--- config.mk ---
export PLATFORM = sky130hd
export DESIGN_NAME = display_controller_register_file_top_flat
export DESIGN_NICKNAME = d
export VERILOG_FILES = /design/src/design/dcrf_pkg.sv /design/src/design/dcrf_in_if.sv /design/src/design/dcrf_out_if.sv /design/src/design/display_controller_register_file_top.sv /design/src/flat_wrapper.sv
export SDC_FILE = /design/constraint.sdc
export NUM_CORES = 1
export LEC_CHECK = 0
export BUFFER_PORTS_ARGS = -buffer_cell sky130_fd_sc_hd__buf_4
export CAP_MARGIN = 10
export CORE_MARGIN = 4
export CORE_UTILIZATION = 57
export DETAILED_ROUTE_END_ITERATION = 10
export PLACE_DENSITY = 0.84
export SYNTH_ARGS = -nofsm -noshare
export SYNTH_HDL_FRONTEND = slang
export SYNTH_SLANG_ARGS = --single-unit
--- constraint.sdc ---
create_clock -name clk -period 6.4 [get_ports clk]
set_clock_uncertainty 0.2 [all_clocks]
set_input_delay 0.96 -clock clk [delete_from_list [all_inputs] [get_ports clk]]
set_output_delay 0.96 -clock clk [all_outputs]
set_load 0.1 [all_outputs]
--- src/design/dcrf_pkg.sv ---
// shared types and decode constants for the display controller register file
`default_nettype none

package dcrf_pkg;

  localparam logic ActWrite = 1'b0;
  localparam logic ActRead  = 1'b1;

  localparam logic [7:0] AddrGate    = 8'h08;
  localparam logic [7:0] AddrMode    = 8'hCE;
  localparam logic [7:0] AddrBorder  = 8'hCF;
  localparam logic [7:0] AddrPalette = 8'hF0;
  localparam logic [7:0] BorderPage  = 8'h06;

  localparam int unsigned GroupSelBit = 6;
  localparam int unsigned ModeLegacy  = 3;
  localparam logic [2:0]  AliasBits   = 3'b111;

  localparam logic [3:0] ModeReset   = 4'h8;
  localparam logic [3:0] BorderReset = 4'h0;
  localparam logic [1:0] GroupReset  = 2'd0;
  localparam logic [3:0] PalEvenReset = 4'h9;
  localparam logic [3:0] PalOddReset  = 4'hF;

  typedef logic [3:0] colour_t;

  typedef struct packed {
    logic        action;
    logic [15:0] address;
    logic [7:0]  write_data;
    logic        hblank;
    logic        vblank;
    logic        hsync_status;
    logic        vsync_status;
    logic        tempo;
    logic        mode_switch;
  } in_item_t;

  typedef struct packed {
    logic [7:0] read_data;
    logic [3:0] display_mode;
    colour_t    border_color;
    logic [1:0] palette_group;
    colour_t    palette_zero;
    colour_t    palette_one;
    colour_t    palette_two;
    colour_t    palette_three;
    logic       gate_level;
    logic       gate_changed;
    logic       screen_changed;
    logic       border_changed;
  } out_item_t;

endpackage

`default_nettype wire

--- src/design/dcrf_in_if.sv ---
// request channel into the register file
`default_nettype none

interface dcrf_in_if;
  import dcrf_pkg::*;

  logic     valid;
  logic     ready;
  in_item_t payload;

  modport source (output valid, output payload, input ready);
  modport sink (input valid, input payload, output ready);
endinterface

`default_nettype wire

--- src/design/dcrf_out_if.sv ---
// result channel out of the register file
`default_nettype none

interface dcrf_out_if;
  import dcrf_pkg::*;

  logic      valid;
  logic      ready;
  out_item_t payload;

  modport source (output valid, output payload, input ready);
  modport sink (input valid, input payload, output ready);
endinterface

`default_nettype wire

--- src/design/display_controller_register_file_top.sv ---
// display controller register file: bus decode, registers and result register
//
//   channel  dir  handshake     carries
//   in_bus   in   valid/ready   one bus request (write or status read)
//   out_bus  out  valid/ready   status byte, register contents, change flags
//
// one request per cycle while no result waits or out_bus is ready; its result
// is captured in the output register on the accepting edge. registers update on
// that edge, so a following request sees them at once. synchronous active-low
// reset restores the power-up register values and empties the output register.
// in_bus stalls only while a result is held and out_bus is not ready.
`default_nettype none

module display_controller_register_file_top (
  input wire logic clk,
  input wire logic rst_n,
  dcrf_in_if.sink  in_bus,
  dcrf_out_if.source out_bus
);
  import dcrf_pkg::*;

  logic [3:0] mode_r, mode_nxt;
  colour_t    border_r, border_nxt;
  logic [1:0] group_r, group_nxt;
  colour_t    pal_r [4];
  colour_t    pal_nxt [4];
  logic       gate_r, gate_nxt;

  out_item_t  out_r, out_nxt;
  logic       out_valid_r;

  logic       accept;
  in_item_t   req;
  logic [7:0] addr_lo;
  logic [7:0] addr_hi;
  logic       legacy;
  logic       alias_on;
  logic [1:0] idx;
  colour_t    colour;
  logic       gch, sch, bch, pal_changed;

  assign in_bus.ready = !out_valid_r || out_bus.ready;
  assign accept       = in_bus.valid && in_bus.ready;
  assign req          = in_bus.payload;
  assign addr_lo      = req.address[7:0];
  assign addr_hi      = req.address[15:8];
  assign legacy       = mode_r[ModeLegacy];
  assign alias_on     = (mode_r[2:0] == AliasBits);
  assign idx          = req.write_data[5:4];
  assign colour       = req.write_data[3:0];

  always_comb begin
    mode_nxt    = mode_r;
    border_nxt  = border_r;
    group_nxt   = group_r;
    gate_nxt    = gate_r;
    pal_nxt     = pal_r;
    gch         = 1'b0;
    sch         = 1'b0;
    bch         = 1'b0;
    pal_changed = 1'b0;
    if (req.action == ActWrite) begin
      case (addr_lo)
        AddrGate: begin
          gate_nxt = req.write_data[0];
          gch      = (gate_nxt != gate_r);
        end
        AddrMode: begin
          mode_nxt = req.write_data[3:0];
          sch      = (mode_nxt != mode_r);
        end
        AddrBorder: begin
          if (addr_hi == BorderPage) begin
            border_nxt = req.write_data[3:0];
            bch        = (border_nxt != border_r);
          end
        end
        AddrPalette: begin
          if (req.write_data[GroupSelBit]) begin
            group_nxt   = req.write_data[1:0];
            pal_changed = (group_nxt != group_r);
          end else begin
            pal_nxt[idx] = colour;
            // undocumented alias: outer entries mirror into inner ones
            if (alias_on && idx == 2'd0) begin
              pal_nxt[1] = colour;
            end else if (alias_on && idx == 2'd3) begin
              pal_nxt[2] = colour;
            end
            pal_changed = (pal_nxt[0] != pal_r[0]) || (pal_nxt[1] != pal_r[1])
                       || (pal_nxt[2] != pal_r[2]) || (pal_nxt[3] != pal_r[3]);
          end
          sch = pal_changed && !legacy;
        end
        default: begin
        end
      endcase
    end
  end

  always_comb begin
    out_nxt                = '0;
    if (req.action == ActRead) begin
      out_nxt.read_data = {req.hblank, req.vblank, req.hsync_status, req.vsync_status,
                           2'b00, req.mode_switch, req.tempo};
    end
    out_nxt.display_mode   = mode_nxt;
    out_nxt.border_color   = border_nxt;
    out_nxt.palette_group  = group_nxt;
    out_nxt.palette_zero   = pal_nxt[0];
    out_nxt.palette_one    = pal_nxt[1];
    out_nxt.palette_two    = pal_nxt[2];
    out_nxt.palette_three  = pal_nxt[3];
    out_nxt.gate_level     = gate_nxt;
    out_nxt.gate_changed   = gch;
    out_nxt.screen_changed = sch;
    out_nxt.border_changed = bch;
  end

  always_ff @(posedge clk) begin
    if (!rst_n) begin
      mode_r      <= ModeReset;
      border_r    <= BorderReset;
      group_r     <= GroupReset;
      gate_r      <= 1'b0;
      pal_r[0]    <= PalEvenReset;
      pal_r[1]    <= PalOddReset;
      pal_r[2]    <= PalEvenReset;
      pal_r[3]    <= PalOddReset;
      out_valid_r <= 1'b0;
    end else begin
      if (accept) begin
        mode_r   <= mode_nxt;
        border_r <= border_nxt;
        group_r  <= group_nxt;
        gate_r   <= gate_nxt;
        pal_r    <= pal_nxt;
        out_valid_r <= 1'b1;
      end else if (out_bus.ready) begin
        out_valid_r <= 1'b0;
      end
    end
  end

  always_ff @(posedge clk) begin
    if (accept) begin
      out_r <= out_nxt;
    end
  end

  assign out_bus.valid   = out_valid_r;
  assign out_bus.payload = out_r;

  // status reads leave every register alone
  a_read_no_update: assert property (@(posedge clk) disable iff (!rst_n)
    accept && req.action == ActRead |=>
      $stable(mode_r) && $stable(border_r) && $stable(group_r) && $stable(gate_r))
    else $error("status read altered a register");

  // each address drives at most one change flag, so at most one flag per request
  a_one_flag: assert property (@(posedge clk) disable iff (!rst_n)
    out_valid_r |-> $countones({out_r.gate_changed, out_r.screen_changed,
                                out_r.border_changed}) <= 1)
    else $error("more than one change flag raised");

  // gate flag tracks an actual change of the gate register
  a_gate_flag: assert property (@(posedge clk) disable iff (!rst_n)
    accept |=> out_r.gate_changed == (gate_r != $past(gate_r)))
    else $error("gate flag disagrees with gate register");

  // border flag tracks an actual change of the border register
  a_border_flag: assert property (@(posedge clk) disable iff (!rst_n)
    accept |=> out_r.border_changed == (border_r != $past(border_r)))
    else $error("border flag disagrees with border register");

  // result shows the registers as left by its own request
  a_result_state: assert property (@(posedge clk) disable iff (!rst_n)
    accept |=> out_r.display_mode == mode_r && out_r.palette_group == group_r)
    else $error("result does not match register contents");

endmodule

`default_nettype wire
--- src/flat_wrapper.sv ---
// flat-port wrapper written by rule: the top's interface ports become plain ports
module display_controller_register_file_top_flat import dcrf_pkg::*;
  (clk, rst_n, in_bus_valid, in_bus_payload, in_bus_ready, out_bus_valid, out_bus_payload, out_bus_ready);
  dcrf_in_if in_bus_i ();
  dcrf_out_if out_bus_i ();
  input wire logic clk;
  input wire logic rst_n;
  input wire logic [$bits(in_bus_i.valid)-1:0] in_bus_valid;
  input wire logic [$bits(in_bus_i.payload)-1:0] in_bus_payload;
  output wire logic [$bits(in_bus_i.ready)-1:0] in_bus_ready;
  output wire logic [$bits(out_bus_i.valid)-1:0] out_bus_valid;
  output wire logic [$bits(out_bus_i.payload)-1:0] out_bus_payload;
  input wire logic [$bits(out_bus_i.ready)-1:0] out_bus_ready;
  assign in_bus_i.valid = in_bus_valid;
  assign in_bus_i.payload = in_bus_payload;
  assign in_bus_ready = in_bus_i.ready;
  assign out_bus_valid = out_bus_i.valid;
  assign out_bus_payload = out_bus_i.payload;
  assign out_bus_i.ready = out_bus_ready;
  display_controller_register_file_top u_core (.clk(clk), .rst_n(rst_n), .in_bus(in_bus_i), .out_bus(out_bus_i));
endmodule
; Word level (Yosys, flattened, before mapping)
; Cells that the tools add are included.
[op_classes]
eq_ne = 15
muxes = 31
n_lt_le_gt_ge = 2
bitwise = 4
n_reduce_logical = 15
[ops]
columns = operator, n
row1 = 4-bit 2-to-1 mux, 15
row2 = 16-bit 2-to-1 mux, 3
row3 = "8-bit equality test, second input constant", 3
row4 = 4-bit != test, 6
row5 = 16-bit bitwise mux, 1
row6 = 4-bit demux with 2-bit select, 1
row7 = "8-bit by 3-bit equality test with 1-bit output, second input constant", 1
row8 = "8-bit by 4-bit equality test with 1-bit output, second input constant", 1
row9 = 1-bit 2-to-1 mux, 7
row10 = 2-bit 2-to-1 mux, 3
row11 = 1-bit logical AND, 5
row12 = 1-bit logical OR, 4
row13 = "3-bit equality test, second input constant", 1
row14 = "3-bit >= comparator, second input constant", 1
row15 = "3-bit by 1-bit less-than comparator with 1-bit output, second input constant", 1
row16 = 1-bit NOT, 3
row17 = 2-bit NOT with 3-bit output, 1
row18 = 3-bit OR reduction, 1
row19 = "2-bit equality test, second input constant", 1
row20 = 1-bit logical NOT, 2
row21 = 2-bit logical NOT, 1
row22 = 2-bit != test, 1
row23 = 1-bit case mux with 2 select lines, 1
row24 = 2-bit nonzero test, 1
row25 = 2 further kinds, 2
[totals]
elab_cells = 89
register_bits = 66
out_inout_bits = 40

; Depth between registers and ports, before layout
[logic_depth]
ltp_word = 19
ltp_mapped = 7

; Least setup slack after synthesis
; Ideal clock, no wire load.
[synth_path]
path_type = input -> register
from = in out_bus_ready
to = reg u_core.pal_r[2] (netlist bit)
path_stages = 7
setup_ns = 0.129
arrival_ns = 3.407
t_required_ns = 6.071
setup_slack_ns = 2.664
path_buffers = 1
cell_sequence = nand2b_1 nand2_1 inv_2 and4b_1 buf_2 mux2i_1 nand2_1
[synth_between]
elab_chain_cells = 2
[synth_rtl]
columns = item, line
row1 = start: declaration, flat_wrapper.sv:13  ; input wire logic [$bits(out_bus_i.ready)-1:0] out_bus_ready;
row2 = 1-bit logical OR, display_controller_register_file_top.sv:42  ; assign in_bus.ready = !out_valid_r || out_bus.ready;
row3 = 1-bit logical AND, display_controller_register_file_top.sv:43  ; assign accept = in_bus.valid && in_bus.ready;
row4 = net u_core.accept, display_controller_register_file_top.sv:32  ; logic accept;
row5 = end signal: assignment, display_controller_register_file_top.sv:137  ; pal_r <= pal_nxt;
row6 = end: declaration, display_controller_register_file_top.sv:25  ; colour_t pal_r [4];
; The timed path passes the listed nets, and every way through them passes these cells.
; A chain may end at the register's enable or synchronous reset.

; Final worst setup path
[layout_path]
from = in out_bus_ready
to = reg u_core.pal_r[8] (netlist bit)
; The elaborated chain is that of the path after synthesis.

==> results.py <==
metrics = {
    "status": {
        "run_status": "completed",
    },
    "route": {
        "vias": 2212,
        "drt.antenna.violating_nets": 0,
        "route.detailed.wl_per_inst_um": 15.75,
        "initialDrtViolationCount": 131,
        "drtPass1Iterations": 4,
        "drt_drc_violations_left": 0,
        "post_drt_via_cell_ratio": 5.489,
        "finalWirelength_um": 6349,
    },
    "power": {
        "power.internal_uw": 694.6,
        "p_leak_uw": 0.001478,
        "ir_worst_vdd_mv": 0.1449,
        "p_comb_frac": 0.144,
        "pwr_density_cell_nw_per_um2": 247.9,
        "switchingPower_uw": 257.3,
        "proportion_of_power_drawn_by_flip_flops_and_latches": 0.468,
        "clock_power_share": 0.389,
        "swShare": 0.2703,
    },
    "timing": {
        "min_period_over_period": 0.4608,
        "slew_headroom": 0.4060,
        "timing.hold.ws_ns": 0.3120,
        "setup-tns-final_ns": 0,
        "setup-violations-final": 0,
        "clock.fmax_ghz": 0.3391,
        "report.final.hold_viol_count": 0,
        "min_period_ns": 2.949,
        "tightest_slew_ns": 0.8897,
        "worst_setup_slack_final_ns": 3.451,
        "timing_max_transition_violations_final": 0,
        "grt_setup_unrepaired": "no",
    },
    "flow_run": {
        "max_cap_viol_count": 0,
    },
    "critical_path": {
        "arrival_ns": 2.97,
        "crit_fanout": 45,
        "worst_r2r_startpoint": "u_core.out_bus.valid",
        "crit_slowest_cell": "sky130_fd_sc_hd__inv_2",
        "reg2regPathDepth": 6,
        "critPathCaptureType": "flop",
        "timing.critical_path.required_ns": 6.42,
        "timing.critical_path.from": "out_bus_ready",
        "critical_path.reg2reg.endpoint": "u_core.pal_r[8]",
        "cp_dominant_cell_by_count": "sky130_fd_sc_hd__nand2_1",
        "worstSetupPathType": "input port to flop",
        "worst_setup_path_endpoint": "u_core.pal_r[8]",
        "cells_along_the_critical_path": "buf_4 > nand2b_1 > nand2_1 > inv_2 > nand4_1 > mux2i_1 > nand2_1",
        "cpPeakStageDelay_ns": 0.76,
        "startpoint_type_of_the_worst_setup_path": "input port",
        "ff2ff_setup_slack_ns": 3.85,
    },
    "finish": {
        "layout.nets": 363,
        "flow.area_growth_from_synthesis_pct": 24.60,
        "final_layout_size_suffix_gt1_frac": 0.3544,
        "num_antenna_cells": 0,
        "fillCellCount": 383,
        "summed_area_of_non_filler_cells_in_the_final_layout_um2": 3840,
        "final_core_occ": 0.7424,
    },
    "grt": {
        "antenna_violations_before_repair": 0,
        "gr-total-overflow": 0,
        "grt_pass1_wl_um": 10070,
        "grt_pass1_vias": 2171,
        "grt_use_total": 0.2049,
        "grt_max_degree": 46,
    },
    "clocking": {
        "cts_made_buffers": 9,
        "clk_root_buffer_cell": "sky130_fd_sc_hd__clkbuf_8",
        "number_of_gates_resized_after_cts": 0,
        "cts_hold_buf": 0,
        "htree_num_levels": 3,
        "worst_setup_hold_path_clk_slew_ns": 0.07,
        "cts-root-to-sink-buffers": 2,
        "tritoncts": "done",
        "postCtsSetupRepairBufs": 0,
        "worstSkewPairLatency_ns": 0.34,
        "clock-sinks": 64,
    },
    "synth": {
        "netlist.top_cell.by_area": "sky130_fd_sc_hd__edfxtp_1",
        "synthMostInstantiatedCell": "sky130_fd_sc_hd__edfxtp_1",
        "yosysWarnings": 0,
        "synth_common_cells": "sky130_fd_sc_hd__edfxtp_1 (36), sky130_fd_sc_hd__dfxtp_1 (28), sky130_fd_sc_hd__nand2_1 (25), sky130_fd_sc_hd__mux2_2 (24), sky130_fd_sc_hd__mux2i_1 (19)",
        "synth.top_cells.by_area": "sky130_fd_sc_hd__edfxtp_1 (35%), sky130_fd_sc_hd__dfxtp_1 (18%), sky130_fd_sc_hd__mux2_2 (8.8%)",
        "most_used_flip_flop_cell_after_synthesis": "sky130_fd_sc_hd__edfxtp_1",
        "postSynthAreaPerCell_um2": 11.76,
        "synthArstFlopShare": 0,
        "top_area_cell_type_share_of_the_netlist_area": 0.3508,
        "post_synth_edffs": 36,
        "netlist-cell-type-count": 43,
        "synth_cells": 262,
        "postSynthRegisterBits": 64,
        "ys_seq_area_frac": 0.5327,
        "netlist_area_um2": 3082,
    },
    "die": {
        "floorplan.die_area_um2": 6647,
        "die_h_um": 81.53,
        "chipWidth_um": 81.53,
        "placeableCoreArea_um2": 5172,
        "floorplan.io_pins": 75,
        "number_of_placement_rows": 26,
        "floorplan.initialDensity": 0.5958,
    },
    "placement": {
        "placement.io_buffers": 71,
        "dp_worst_setup_slack_ns": 3.079,
        "placement.cell_area_um2": 3628,
        "place.gp.congestion": 0.7984,
        "post-dp-hpwl_um": 4333,
    },
    "hold_path": {
        "hold_class": "flop to flop",
    },
}
-- layer usage --
metal  share of wire  up-vias  wire (µm)  GRT usage
met5               0        -          0          0
met4           0.022        0        138     0.1115
met3           0.087       12        553    0.04386
met2            0.47       91       2990     0.3412
met1            0.42     1039       2666     0.2468
li1                -     1070          -          -
-- worst min-delay path by stage --
stage | startpoint | endpoint | slack [ns] | depth (start not counted)
floorplan | u_core.pal_r[2] | u_core.pal_r[2] | 0.28 | 2
global placement | u_core.group_r[0] | u_core.group_r[0] | 0.29 | 2
detailed placement | u_core.group_r[0] | u_core.group_r[0] | 0.30 | 2
CTS | u_core.group_r[0] | u_core.group_r[0] | 0.31 | 2
global route | u_core.mode_r[1] | u_core.mode_r[1] | 0.35 | 2
finish | u_core.group_r[0] | u_core.group_r[0] | 0.31 | 2
-- power by group through the flow --
stage	sequential (µW)	clock [µW]	combinational, µW
final	445	370	137
after global routing	446	398	143
after CTS	445	376	137
after detailed placement	454	0	137
after global placement	454	0	135
after floorplan	512	0	41.4
-- cell usage in the layout (no fill, tap or decap), types with 2 or more instances in the layout --
master	n
sky130_fd_sc_hd__a21boi_0	6
sky130_fd_sc_hd__and2_1	8
sky130_fd_sc_hd__buf_4	71
sky130_fd_sc_hd__bufinv_16	2
sky130_fd_sc_hd__clkbuf_8	9
sky130_fd_sc_hd__clkinvlp_4	2
sky130_fd_sc_hd__conb_1	2
sky130_fd_sc_hd__dfxtp_1	28
sky130_fd_sc_hd__edfxtp_1	36
sky130_fd_sc_hd__inv_1	3
sky130_fd_sc_hd__mux2_2	24
sky130_fd_sc_hd__mux2i_1	19
sky130_fd_sc_hd__nand2_1	25
sky130_fd_sc_hd__nand3_1	13
sky130_fd_sc_hd__nand4_1	6
sky130_fd_sc_hd__nor2_1	8
sky130_fd_sc_hd__nor2b_1	9
sky130_fd_sc_hd__nor3_1	2
sky130_fd_sc_hd__nor4_1	3
sky130_fd_sc_hd__o21ai_0	7
sky130_fd_sc_hd__o41ai_1	2
sky130_fd_sc_hd__xnor2_1	11
sky130_fd_sc_hd__xor2_1	14
-- per-stage QoR --
stage / total power [µW] / instances
after detailed placement: 591.2 / 387
after global placement: 588.7 / 387
after floorplan: 553.2 / 263
after global routing: 986.7 / 403
after CTS: 958.1 / 403
final: 951.9 / 403
-- layout make-up --
cell class / instances / area (µm²) / share of cell area
Inverter: 4 / 15.01 / 0.003910
Timing Repair Buffer: 71 / 533.0 / 0.1388
Sequential cell: 64 / 1642 / 0.4275
Clock inverter: 6 / 83.83 / 0.02183
Multi-Input combinational cell: 178 / 1351 / 0.3519
Tap cell: 70 / 87.58 / 0.02281
Clock buffer: 10 / 127.6 / 0.03324
-- flip-flops by register name (all words and copies together), names as in the netlist --
register,flops
u_core.mode_r,4
u_core.out_bus.payload,36
u_core.gate_r,1
u_core.out_bus.valid,1
u_core.group_r,2
u_core.border_r,4
u_core.pal_r,16
-- kinds of logic after synthesis --
logic type	after synthesis	synth area share
and+or+nand+nor	86	0.1652
muxes	43	0.1494
buffers and inverters	21	0.03004
other	1	0.001217
DFF	64	0.5327
AOI/OAI and AO/OA	22	0.05035
xor gates and xnor gates	25	0.07105
-- critical path, delay by kind of cell --
family	cells	cell delay, ns
muxes	1	0.27
buffers and inverters	2	0.83
and+or+nand+nor	4	0.89
No activity file was read; power rests on OpenSTA's default activity.
